`config.mk`:
```
export PLATFORM = sky130hd
export DESIGN_NAME = c_comment_stripper_flat
export DESIGN_NICKNAME = d
export VERILOG_FILES = /design/src/ccs_pkg.sv /design/src/ccs_if.sv /design/src/ccs_step.sv /design/src/ccs_out_fifo.sv /design/src/c_comment_stripper.sv /design/src/flat_wrapper.sv
export VERILOG_INCLUDE_DIRS = /design/src /design/src/src
export SDC_FILE = /design/constraint.sdc
export NUM_CORES = 1
export LEC_CHECK = 0
export BUFFER_PORTS_ARGS = -buffer_cell sky130_fd_sc_hd__buf_2
export CORE_MARGIN = 5
export CORE_UTILIZATION = 25
export DETAILED_ROUTE_END_ITERATION = 8
export PLACE_DENSITY = 0.5
export SETUP_SLACK_MARGIN = 0.5
export SLEW_MARGIN = 20
export SYNTH_ARGS = -nofsm -noshare
export SYNTH_HDL_FRONTEND = slang
export SYNTH_HIERARCHICAL = 1
export SYNTH_SLANG_ARGS = --single-unit
```
`constraint.sdc`:
```
create_clock -name clock -period 3.4 [get_ports clock]
set_clock_uncertainty 0.15 [all_clocks]
set_input_delay 0.17 -clock clock [delete_from_list [all_inputs] [get_ports clock]]
set_output_delay 0.17 -clock clock [all_outputs]
set_load 0.03 [all_outputs]
```
`src/assert_macros.svh`:
```
// assertion macros shared by the comment stripper rtl
// no dependencies; taken in by `include
`ifndef ASSERT_MACROS_SVH
`define ASSERT_MACROS_SVH

// same-cycle implication, checked out of reset
`define CCS_ASSERT_IMPL(name, clk, rst, ante, cons) \
   name: assert property (@(posedge clk) disable iff (rst) (ante) |-> (cons)) \
      else $error("ccs assertion failed: same-cycle implication");

// next-cycle implication, checked out of reset
`define CCS_ASSERT_NEXT(name, clk, rst, ante, cons) \
   name: assert property (@(posedge clk) disable iff (rst) (ante) |=> (cons)) \
      else $error("ccs assertion failed: next-cycle implication");

`endif

```
`src/ccs_pkg.sv`:
```
// types, character codes and per-byte lexer functions of the comment stripper
// no dependencies
package ccs_pkg;

   typedef enum logic [1:0] {
      MODE_CODE    = 2'd0,
      MODE_STRING  = 2'd1,
      MODE_CHAR    = 2'd2,
      MODE_COMMENT = 2'd3
   } mode_type;

   typedef enum logic [1:0] {
      LA_NONE      = 2'd0,
      LA_BACKSLASH = 2'd1,
      LA_SLASH     = 2'd2,
      LA_STAR      = 2'd3
   } lookahead_type;

   localparam logic [7:0] CH_BACKSLASH = 8'h5C;
   localparam logic [7:0] CH_SQUOTE    = 8'h27;
   localparam logic [7:0] CH_DQUOTE    = 8'h22;
   localparam logic [7:0] CH_SLASH     = 8'h2F;
   localparam logic [7:0] CH_STAR      = 8'h2A;

   // outcome of handling one byte; the emitted byte is always the byte itself
   typedef struct packed {
      mode_type      mode;
      lookahead_type la;
      logic          emit;
   } disp_type;

   // results of one item toward the output queue
   typedef struct packed {
      logic [1:0] count;
      logic [7:0] data0;
      logic [7:0] data1;
   } wr_type;

   typedef struct packed {
      logic [7:0] data;
      logic       last;
   } entry_type;

   // handle a byte by mode, no backslash check
   function automatic disp_type dispatch(mode_type mode, logic [7:0] c);
      disp_type r;
      r.mode = mode;
      r.la   = LA_NONE;
      r.emit = 1'b0;
      case (mode)
         MODE_CODE: begin
            if (c == CH_SLASH) begin
               r.la = LA_SLASH;
            end else begin
               if (c == CH_DQUOTE) r.mode = MODE_STRING;
               else if (c == CH_SQUOTE) r.mode = MODE_CHAR;
               r.emit = 1'b1;
            end
         end
         MODE_STRING: begin
            if (c == CH_DQUOTE) r.mode = MODE_CODE;
            r.emit = 1'b1;
         end
         MODE_CHAR: begin
            if (c == CH_SQUOTE) r.mode = MODE_CODE;
            r.emit = 1'b1;
         end
         default: begin
            if (c == CH_STAR) r.la = LA_STAR;
         end
      endcase
      return r;
   endfunction

   // full handling of a byte when nothing is pending
   function automatic disp_type take(mode_type mode, logic [7:0] c);
      disp_type r;
      r = dispatch(mode, c);
      if (mode != MODE_COMMENT && c == CH_BACKSLASH) begin
         r.mode = mode;
         r.la   = LA_BACKSLASH;
         r.emit = 1'b0;
      end
      return r;
   endfunction

endpackage

```
`src/ccs_if.sv`:
```
// valid/ready channel interfaces for the comment stripper
// uses nothing but plain logic types
interface ccs_req_if;
   logic       valid;
   logic       ready;
   logic [7:0] in_byte;
   logic       end_of_text;

   modport source (output valid, output in_byte, output end_of_text, input ready);
   modport sink   (input valid, input in_byte, input end_of_text, output ready);
endinterface

interface ccs_rsp_if;
   logic       valid;
   logic       ready;
   logic [7:0] out_byte;
   logic       last_of_run;

   modport source (output valid, output out_byte, output last_of_run, input ready);
   modport sink   (input valid, input out_byte, input last_of_run, output ready);
endinterface

```
`src/ccs_step.sv`:
```
// next lexical state and result bytes for one input item
// depends on ccs_pkg
module ccs_step (
   input  ccs_pkg::mode_type      mode_i,
   input  ccs_pkg::lookahead_type la_i,
   input  logic [7:0]             byte_i,
   input  logic                   eot_i,
   output ccs_pkg::mode_type      mode_o,
   output ccs_pkg::lookahead_type la_o,
   output ccs_pkg::wr_type        wr_o
);

   ccs_pkg::disp_type tk;
   ccs_pkg::disp_type dp;

   assign tk = ccs_pkg::take(mode_i, byte_i);
   assign dp = ccs_pkg::dispatch(mode_i, byte_i);

   always_comb begin
      mode_o     = mode_i;
      la_o       = ccs_pkg::LA_NONE;
      wr_o.count = 2'd0;
      wr_o.data0 = byte_i;
      wr_o.data1 = byte_i;
      if (eot_i) begin
         // flush a pending backslash or slash, drop a pending star
         mode_o = ccs_pkg::MODE_CODE;
         if (la_i == ccs_pkg::LA_BACKSLASH) begin
            wr_o.count = 2'd1;
            wr_o.data0 = ccs_pkg::CH_BACKSLASH;
         end else if (la_i == ccs_pkg::LA_SLASH) begin
            wr_o.count = 2'd1;
            wr_o.data0 = ccs_pkg::CH_SLASH;
         end
      end else begin
         case (la_i)
            ccs_pkg::LA_NONE: begin
               mode_o     = tk.mode;
               la_o       = tk.la;
               wr_o.count = {1'b0, tk.emit};
            end
            ccs_pkg::LA_BACKSLASH: begin
               wr_o.data0 = ccs_pkg::CH_BACKSLASH;
               if (byte_i == ccs_pkg::CH_SQUOTE || byte_i == ccs_pkg::CH_DQUOTE) begin
                  wr_o.count = 2'd2;
               end else begin
                  mode_o     = dp.mode;
                  la_o       = dp.la;
                  wr_o.count = dp.emit ? 2'd2 : 2'd1;
               end
            end
            ccs_pkg::LA_SLASH: begin
               if (byte_i == ccs_pkg::CH_STAR) begin
                  mode_o = ccs_pkg::MODE_COMMENT;
               end else begin
                  wr_o.data0 = ccs_pkg::CH_SLASH;
                  mode_o     = tk.mode;
                  la_o       = tk.la;
                  wr_o.count = tk.emit ? 2'd2 : 2'd1;
               end
            end
            default: begin
               // star pending inside a comment
               if (byte_i == ccs_pkg::CH_SLASH) begin
                  mode_o = ccs_pkg::MODE_CODE;
               end else begin
                  mode_o     = tk.mode;
                  la_o       = tk.la;
                  wr_o.count = {1'b0, tk.emit};
               end
            end
         endcase
      end
   end

endmodule

```
`src/ccs_out_fifo.sv`:
```
// four-entry result queue, up to two writes and one read per cycle
// depends on ccs_pkg and assert_macros.svh
`include "assert_macros.svh"

module ccs_out_fifo (
   input  logic            clock,
   input  logic            reset,
   input  logic            wr_en,
   input  ccs_pkg::wr_type wr,
   output logic            room,
   output logic            rd_valid,
   input  logic            rd_ready,
   output logic [7:0]      rd_data,
   output logic            rd_last
);

   ccs_pkg::entry_type mem_ff [4];
   logic [1:0] wr_ptr_ff, wr_ptr_in;
   logic [1:0] rd_ptr_ff, rd_ptr_in;
   logic [2:0] count_ff, count_in;
   logic [1:0] wr_n;
   logic       pop;

   assign wr_n     = wr_en ? wr.count : 2'd0;
   assign rd_valid = (count_ff != 3'd0);
   assign pop      = rd_valid && rd_ready;
   assign room     = (count_ff <= 3'd2);
   assign rd_data  = mem_ff[rd_ptr_ff].data;
   assign rd_last  = mem_ff[rd_ptr_ff].last;

   assign wr_ptr_in = wr_ptr_ff + wr_n;
   assign rd_ptr_in = rd_ptr_ff + {1'b0, pop};
   assign count_in  = count_ff + {1'b0, wr_n} - {2'b00, pop};

   always_ff @(posedge clock) begin
      if (reset) begin
         wr_ptr_ff <= 2'd0;
         rd_ptr_ff <= 2'd0;
         count_ff  <= 3'd0;
      end else begin
         wr_ptr_ff <= wr_ptr_in;
         rd_ptr_ff <= rd_ptr_in;
         count_ff  <= count_in;
      end
   end

   always_ff @(posedge clock) begin
      if (wr_n != 2'd0) begin
         mem_ff[wr_ptr_ff] <= '{data: wr.data0, last: (wr_n == 2'd1)};
      end
      if (wr_n == 2'd2) begin
         mem_ff[wr_ptr_ff + 2'd1] <= '{data: wr.data1, last: 1'b1};
      end
   end

   `CCS_ASSERT_IMPL(a_count_max, clock, reset, 1'b1, count_ff <= 3'd4)
   `CCS_ASSERT_IMPL(a_no_overflow, clock, reset, wr_n != 2'd0, room)
   `CCS_ASSERT_NEXT(a_count_track, clock, reset, 1'b1, count_ff == $past(count_in))

endmodule

```
`src/c_comment_stripper.sv`:
```
// c_comment_stripper: top level, input stage, lexer state and result queue
// depends on ccs_pkg, ccs_if, ccs_step, ccs_out_fifo and assert_macros.svh
//
// usage
//   req_chan carries one source byte per transfer (in_byte) or, with
//   end_of_text high, the end of a stream; in_byte is ignored then
//   rsp_chan carries the text with block comments removed, one byte per
//   transfer; last_of_run marks the final byte caused by one request
//   a request causes zero, one or two response bytes
// path
//   a taken request waits in the input stage register until the queue has
//   room, then its decoded bytes are written to the queue, which offers them
// throughput
//   one request per cycle while the response side is ready and requests give
//   at most one byte each; the two bytes of one request leave one after the
//   other, since the response side moves one byte per cycle
// reset
//   synchronous, active high: lexer back to code mode, no look-ahead,
//   input stage and response queue empty
// stalls
//   a stalled response side fills the four-entry queue; the input stage
//   waits while fewer than two entries are free and req_chan.ready drops
//   once the stage is also full; no byte is lost or repeated
`include "assert_macros.svh"

module c_comment_stripper (
   input  logic          clock,
   input  logic          reset,
   ccs_req_if.sink       req_chan,
   ccs_rsp_if.source     rsp_chan
);

   // input stage
   logic       in_valid_ff, in_valid_in;
   logic [7:0] in_byte_ff, in_byte_in;
   logic       in_eot_ff, in_eot_in;

   // lexer state
   ccs_pkg::mode_type      mode_ff, mode_in, mode_nxt;
   ccs_pkg::lookahead_type la_ff, la_in, la_nxt;

   ccs_pkg::wr_type wr;
   logic            room;
   logic            fire;
   logic            req_xfer;

   // lexer state views for the checks below
   logic            lex_idle;
   logic            in_code;
   logic            in_comment;

   // the stage advances when the queue can take two bytes
   assign fire           = in_valid_ff && room;
   assign req_chan.ready = !in_valid_ff || fire;
   assign req_xfer       = req_chan.valid && req_chan.ready;

   assign in_valid_in = req_xfer ? 1'b1 : (fire ? 1'b0 : in_valid_ff);
   assign in_byte_in  = req_xfer ? req_chan.in_byte : in_byte_ff;
   assign in_eot_in   = req_xfer ? req_chan.end_of_text : in_eot_ff;

   // lexer state only moves when an item leaves the stage
   assign mode_in = fire ? mode_nxt : mode_ff;
   assign la_in   = fire ? la_nxt : la_ff;

   always_ff @(posedge clock) begin
      if (reset) begin
         in_valid_ff <= 1'b0;
         mode_ff     <= ccs_pkg::MODE_CODE;
         la_ff       <= ccs_pkg::LA_NONE;
      end else begin
         in_valid_ff <= in_valid_in;
         mode_ff     <= mode_in;
         la_ff       <= la_in;
      end
   end

   // payload, no reset needed
   always_ff @(posedge clock) begin
      in_byte_ff <= in_byte_in;
      in_eot_ff  <= in_eot_in;
   end

   ccs_step u_step (
      .mode_i (mode_ff),
      .la_i   (la_ff),
      .byte_i (in_byte_ff),
      .eot_i  (in_eot_ff),
      .mode_o (mode_nxt),
      .la_o   (la_nxt),
      .wr_o   (wr)
   );

   ccs_out_fifo u_fifo (
      .clock    (clock),
      .reset    (reset),
      .wr_en    (fire),
      .wr       (wr),
      .room     (room),
      .rd_valid (rsp_chan.valid),
      .rd_ready (rsp_chan.ready),
      .rd_data  (rsp_chan.out_byte),
      .rd_last  (rsp_chan.last_of_run)
   );

   assign lex_idle   = (mode_ff == ccs_pkg::MODE_CODE) && (la_ff == ccs_pkg::LA_NONE);
   assign in_code    = (mode_ff == ccs_pkg::MODE_CODE);
   assign in_comment = (mode_ff == ccs_pkg::MODE_COMMENT);

   // end of text always leaves code mode with nothing pending
   `CCS_ASSERT_NEXT(a_eot_clears, clock, reset, fire && in_eot_ff, lex_idle)
   // a pending slash only arises in code, a pending star only in a comment
   `CCS_ASSERT_IMPL(a_slash_in_code, clock, reset, la_ff == ccs_pkg::LA_SLASH, in_code)
   `CCS_ASSERT_IMPL(a_star_in_comment, clock, reset, la_ff == ccs_pkg::LA_STAR, in_comment)

endmodule
```
`src/flat_wrapper.sv`:
```
// flat-port wrapper written by rule: the top's interface ports become plain ports
module c_comment_stripper_flat 
  (clock, reset, req_chan_valid, req_chan_in_byte, req_chan_end_of_text, req_chan_ready, rsp_chan_valid, rsp_chan_out_byte, rsp_chan_last_of_run, rsp_chan_ready);
  ccs_req_if req_chan_i ();
  ccs_rsp_if rsp_chan_i ();
  input  logic clock;
  input  logic reset;
  input wire logic [$bits(req_chan_i.valid)-1:0] req_chan_valid;
  input wire logic [$bits(req_chan_i.in_byte)-1:0] req_chan_in_byte;
  input wire logic [$bits(req_chan_i.end_of_text)-1:0] req_chan_end_of_text;
  output wire logic [$bits(req_chan_i.ready)-1:0] req_chan_ready;
  output wire logic [$bits(rsp_chan_i.valid)-1:0] rsp_chan_valid;
  output wire logic [$bits(rsp_chan_i.out_byte)-1:0] rsp_chan_out_byte;
  output wire logic [$bits(rsp_chan_i.last_of_run)-1:0] rsp_chan_last_of_run;
  input wire logic [$bits(rsp_chan_i.ready)-1:0] rsp_chan_ready;
  assign req_chan_i.valid = req_chan_valid;
  assign req_chan_i.in_byte = req_chan_in_byte;
  assign req_chan_i.end_of_text = req_chan_end_of_text;
  assign req_chan_ready = req_chan_i.ready;
  assign rsp_chan_valid = rsp_chan_i.valid;
  assign rsp_chan_out_byte = rsp_chan_i.out_byte;
  assign rsp_chan_last_of_run = rsp_chan_i.last_of_run;
  assign rsp_chan_i.ready = rsp_chan_ready;
  c_comment_stripper u_core (.clock(clock), .reset(reset), .req_chan(req_chan_i), .rsp_chan(rsp_chan_i));
endmodule
```
-- Word-level counts from Yosys, hierarchy flattened
Memory sizes are Yosys's and may differ from the RTL's. A register that Yosys moved wholly into a read port is not among the register bits.
Cells that the tools add are included.
- add/sub/neg operators: 5
- $mul: 0
- div/mod/pow operators: 0
- $lt $le $gt $ge: 1
- equality and inequality tests: 13
- shift operators: 0
- muxes and demuxes: 40
- bitwise operators: 0
- reductions and logical operators: 14
- operators by type and width (kind ; count):
    $mux W2 ; 20
    $eq A8 B6 Y1 const B ; 4
    $pmux W2 S3 ; 4
    $mux W10 ; 2
    $mux W9 ; 2
    $pmux W8 S2 ; 1
    $eq A8 B7 Y1 const B ; 1
    $mux W1 ; 8
    $eq A2 B1 Y1 const B ; 3
    $eq A2 B2 Y1 const B ; 3
    $mux W5 ; 1
    $logic_and A1 B1 Y1 ; 4
    $logic_not A2 Y1 ; 2
    $pmux W2 S2 ; 1
    $reduce_bool A2 Y1 ; 2
    $add A3 B2 Y3 ; 1
    $le A3 B2 Y1 const B ; 1
    $ne A3 B2 Y1 const B ; 1
    $reduce_bool A3 Y1 ; 1
    $sub A3 B1 Y3 ; 1
    $add A2 B1 Y2 ; 1
    $add A2 B1 Y2 const B ; 1
    $add A2 B2 Y2 ; 1
    $logic_or A1 B1 Y1 ; 2
    other kinds (5) ; 5
- register bits after elaboration: 21
- latch bits: 0
- memory bits (writable): 36
- memory bits (read-only): 0
- bits of input ports: 13
- memories kept: 1
- memories (name ; depth ; width ; read ports ; clocked after Yosys merged registers in ; write ports ; RTL line ; RTL):
    u_core.u_fifo.mem_ff ; 4 ; 9 ; 1 ; 1 ; 2 ; ccs_out_fifo.sv:17 ; ccs_pkg::entry_type mem_ff [4];

-- Depth between registers and ports, before layout
- depth in word-level cells: 14
- mapped depth: 14
- depth with buffers taken out: 14

-- Hierarchy
Netlist, hierarchy kept.
- by module, submodules not included (module ; instances ; cells an instance ; area an instance (um^2) ; sequential area each (um^2)):
    ccs_out_fifo ; 1 ; 152 ; 2155.8 ; 1181.1
    ccs_step ; 1 ; 132 ; 892.1 ; 0.0
    c_comment_stripper ; 1 ; 33 ; 509.2 ; 370.4

-- Worst setup path after synthesis
No wires, ideal clock.
- kind: flip-flop to flip-flop
- start point: register u_core.in_byte_ff[2]
- end point: register u_core.u_fifo.count_ff[2]
- data arrival time: 3186 ps
- data required time: 3135 ps
- setup slack: -51 ps
- stages on the path, launching flop included: 13
- path buffers: 1
- clock period less this slack: 3451 ps
- cell sequence: edfxtp_1 > buf_4 > nor4bb_1 > a41oi_2 > o21ai_2 > or2_2 > a21boi_0 > nand2_1 > ha_1 > fa_1 > xnor2_1 > xnor2_1 > nor2_1
- RTL lines (element ; RTL line ; RTL):
    from (decl) ; c_comment_stripper.sv:35 ; logic [7:0] in_byte_ff, in_byte_in;
    from (signal assigned) ; c_comment_stripper.sv:79 ; in_byte_ff <= in_byte_in;
    to (signal assigned) ; ccs_out_fifo.sv:43 ; count_ff <= count_in;
    to (decl) ; ccs_out_fifo.sv:20 ; logic [2:0] count_ff, count_in;

==> results.yml <==
synth:
  ys_warn_count: 6
  synthFlopType: "edfxtp_1"
  syn_avg_cell_area_um2: 11.2
  synth_edf_count: 41
  syn_nets: 343
  async_reset_ff_share_pct: 0
  synth.top_cell.area_share_pct: 34.6
  synthCells: 317
  yosys.area_share.simple_pct: 17.2
  synth-xor-area-share_pct: 1.97
  synth_top_family_by_area: "compound AO/OA/AOI/OAI gates"
  synth_fa_ha_area_share_pct: 4.78
  synth_area_um2: 3560
  synth_mux_area_share_pct: 6.12
  yosys-top-cells-area: "edfxtp_1 35%, dfxtp_1 9.0%, a22o_1 8.1%, mux4_2 5.7%, ha_1 4.2%"
  yosys.area.top_type: "edfxtp_1"
  ys_seq_area_share_pct: 43.6
  synth_seq_cells: 57
  synth_compound_area_share_pct: 20.6
  ys_types: 64
floorplanning:
  core_um2: 13900
  die_y_um: 129
  start_util_pct: 25.5
  rows: 43
  die-area_um2: 16700
  die_x_um: 129
  ios: 24
critical_path:
  crit_type: "reg2reg"
  cp_data_arrival_time_ns: 3.29
  crit_chain: "nor4bb_4 > a41oi_2 > o21ai_2 > mux2_4 > o32a_1 > and2_4 > xnor2_2 > ha_2 > inv_2 > fa_2 > xnor2_2 > xnor2_1 > nor2_1"
  crit_start: "u_core/in_byte_ff[5]$_DFFE_PP_"
  crit_top_cell: "xnor2_2"
  cp_max_fo: 4
  end_kind: "flip-flop"
  reg2reg_from: "u_core/in_byte_ff[5]$_DFFE_PP_"
  reg2reg_depth: 13
  slowest_stage: "edfxtp_1"
  ff2ff_setup_slack_ns: 0.16
  cpPeakStageDelay_ns: 0.50
  startpoint_type: "flip-flop"
  path_buf_inv: 1
  cp.required_ns: 3.45
  worstSetupEndpoint: "u_core/u_fifo/count_ff[2]$_SDFF_PP0_"
  cp_num_cells: 13
  critPathTopFamily: "compound AO/OA/AOI/OAI gates"
  reg2reg_to: "u_core/u_fifo/count_ff[2]$_SDFF_PP0_"
placement:
  dp_hpwl_mm: 6.18
  io_buffers: 23
  dp.cells: 519
  gp_congestion: 0.828
final_layout:
  diodes: 0
  final_cells: 562
  drive_above_1_share_pct: 33.8
  area_growth_pct: 31.3
  nets: 403
sta:
  tightest_slew_ns: 0.700
  slew_viol_final: 0
  relSlewSlack_pct: 53.2
  rsz0062_at_grt: "yes"
  final.setup.tns_ns: 0
  setup_viol: 0
  timing.fmax_ghz: 0.309
  hold_viol_final: 0
  period_minus_slack_ns: 3.24
  post-route-period-util_pct: 95.3
drt:
  num_vias: 2674
  drcViolationCount: 0
  final_antenna_net_count: 0
  wl_mm: 8.35
  vias_per_cell: 4.76
  first_pass_iters: 4
  dr.first_iter.drc_count: 165
  avgRoutedWirePerCell_um: 14.9
global_routing:
  grt_max_degree: 13
  grt_first_pass_wirelength_mm: 13.5
  grt_pass1_vias: 2595
  antenna_found_initial: 0
  grt_overflow: 0
  grt_use_total_pct: 10.3
cts:
  clock_sinks: 57
  clock_latency_ns: 0.32
  clk_path_buf_depth: 2
  numCtsBuffers: 9
  h-tree-depth: 3
  cts_tree: "done"
  cts.clk_slew.worst_paths_ns: 0.05
  cts_root_buf: "clkbuf_16"
job:
  maxCapViolCount: 0
power_and_ir_drop:
  leakage_nw: 1.66
  ir_worst_vdd_mv: 0.164
  powerDensity_nw_per_um2: 514
hold_path:
  hold_class: "in2reg"
outcome:
  outcome: "finished, final reports clean"
==> metal layers <==
metal | vias up | wire length [um] | global-route usage (%)
li1 | 1335 | - | -
met1 | 1292 | 3790 | 12.7
met2 | 39 | 4130 | 17.4
met3 | 8 | 292 | 2.64
met4 | 0 | 140 | 3.95
met5 | - | 0 | 0
==> cells by family after synthesis <==
logic type | count (synthesis)
buffers and inverters | 35
adders and majority gates | 13
DFF | 57
xor gates and xnor gates | 8
AOI/OAI and AO/OA | 96
muxes | 10
and+or+nand+nor | 98
==> area by class of cell <==
| cell class | count | area (um^2) |
|---|---|---|
| fillers | 1346 | 9260 |
| clock buffers | 10 | 229 |
| clock inverters | 6 | 82.6 |
| inverters | 13 | 48.8 |
| repair buffers | 70 | 551 |
| flip-flops and latches | 57 | 1560 |
| multi-input cells | 226 | 1980 |
| well taps | 180 | 225 |
==> report_power, final <==
part	switching [mW]	internal [mW]	leakage (nW)
Combinational	0.313	0.280	1.00
Sequential	0.0907	0.794	0.511
Clock	0.290	0.634	0.144
Total	0.693	1.71	1.66
==> sequential cells by signal, indices dropped and copies added (netlist names) <==
name,count
u_core/mode_ff,2
u_core/u_fifo/mem_ff,36
u_core/la_ff,2
u_core/u_fifo/wr_ptr_ff,2
u_core/in_byte_ff,8
u_core/in_eot_ff,1
u_core/u_fifo/rd_ptr_ff,2
u_core/in_valid_ff,1
u_core/u_fifo/count_ff,3
==> cells in the mapped netlist (all sizes together), types with 2 or more instances <==
library cell,instances
buf,17
xor2,2
nand2,15
o21a,3
a22o,33
a31oi,5
nor3b,2
o31ai,3
nand3b,2
nand2b,4
dfxtp,16
and2,5
nor2b,7
xnor2,6
nor2,29
and3b,2
or3,3
a21bo,5
nand3,11
or2,5
mux4,9
a21boi,2
o21ai,15
inv,13
o32a,3
nor4b,2
nor3,2
o22ai,4
clkbuf,5
nand4,2
ha,12
a21oi,14
o221a,2
edfxtp,41
==> repair_timing <==
| action | 4_1_cts | 5_1_grt |
|---|---|---|
| gates resized for setup | 15 | 15 |
| endpoints found under the setup margin | 66 | 73 |
| buffers inserted | 11 | 5 |
| cloned | 0 | 1 |
| hold endpoints to repair | 10 | 0 |
| hold buffers | 10 | 0 |
| pin swaps | 21 | 15 |
==> how the worst min path moves through the flow <==
stage / cells after the start / endpoint / slack (ns) / startpoint
after global placement: 1 / u_core/in_byte_ff[3]$_DFFE_PP_ / 0.20 / req_chan_in_byte[3]
after floorplan: 1 / u_core/mode_ff[0]$_SDFFE_PP0P_ / 0.08 / reset
after detailed placement: 1 / u_core/in_byte_ff[3]$_DFFE_PP_ / 0.20 / req_chan_in_byte[3]
final: 2 / u_core/u_fifo/rd_ptr_ff[0]$_SDFF_PP0_ / 0.04 / reset
after global routing: 2 / u_core/u_fifo/count_ff[2]$_SDFF_PP0_ / 0.05 / reset
after CTS: 2 / u_core/u_fifo/rd_ptr_ff[0]$_SDFF_PP0_ / 0.04 / reset
==> cells in the final DEF, fill, tap and decap left out, drive strengths merged, types with 3 or more instances in the layout <==
cell type / n
ha: 12
buf: 60
o21a: 3
mux4: 9
nand3: 11
or3: 3
clkbuf: 10
nand2b: 4
o21ai: 15
and2: 5
edfxtp: 41
a22o: 33
dlygate4sd3: 10
o31ai: 3
nor2b: 7
a21oi: 14
xnor2: 6
o32a: 3
o22ai: 4
a21bo: 5
inv: 13
dfxtp: 16
or2: 5
a31oi: 5
nor2: 30
nand2: 15
==> stage by stage <==
stage	setup WS (ns)	hold slack [ns]	cell area (um^2)	util (%)	power [mW]
finish	0.160	0.0426	4670	33.5	2.40
global route	0.00616	0.0489	4670	33.5	2.53
CTS	0.152	0.0372	4570	32.8	2.42
detailed placement	0.0781	0.198	3990	28.7	1.45
global placement	0.139	0.204	3990	28.7	1.45
floorplan	0.168	0.0794	3650	-	1.33
Note: power is estimated with default switching activity, not from simulation.
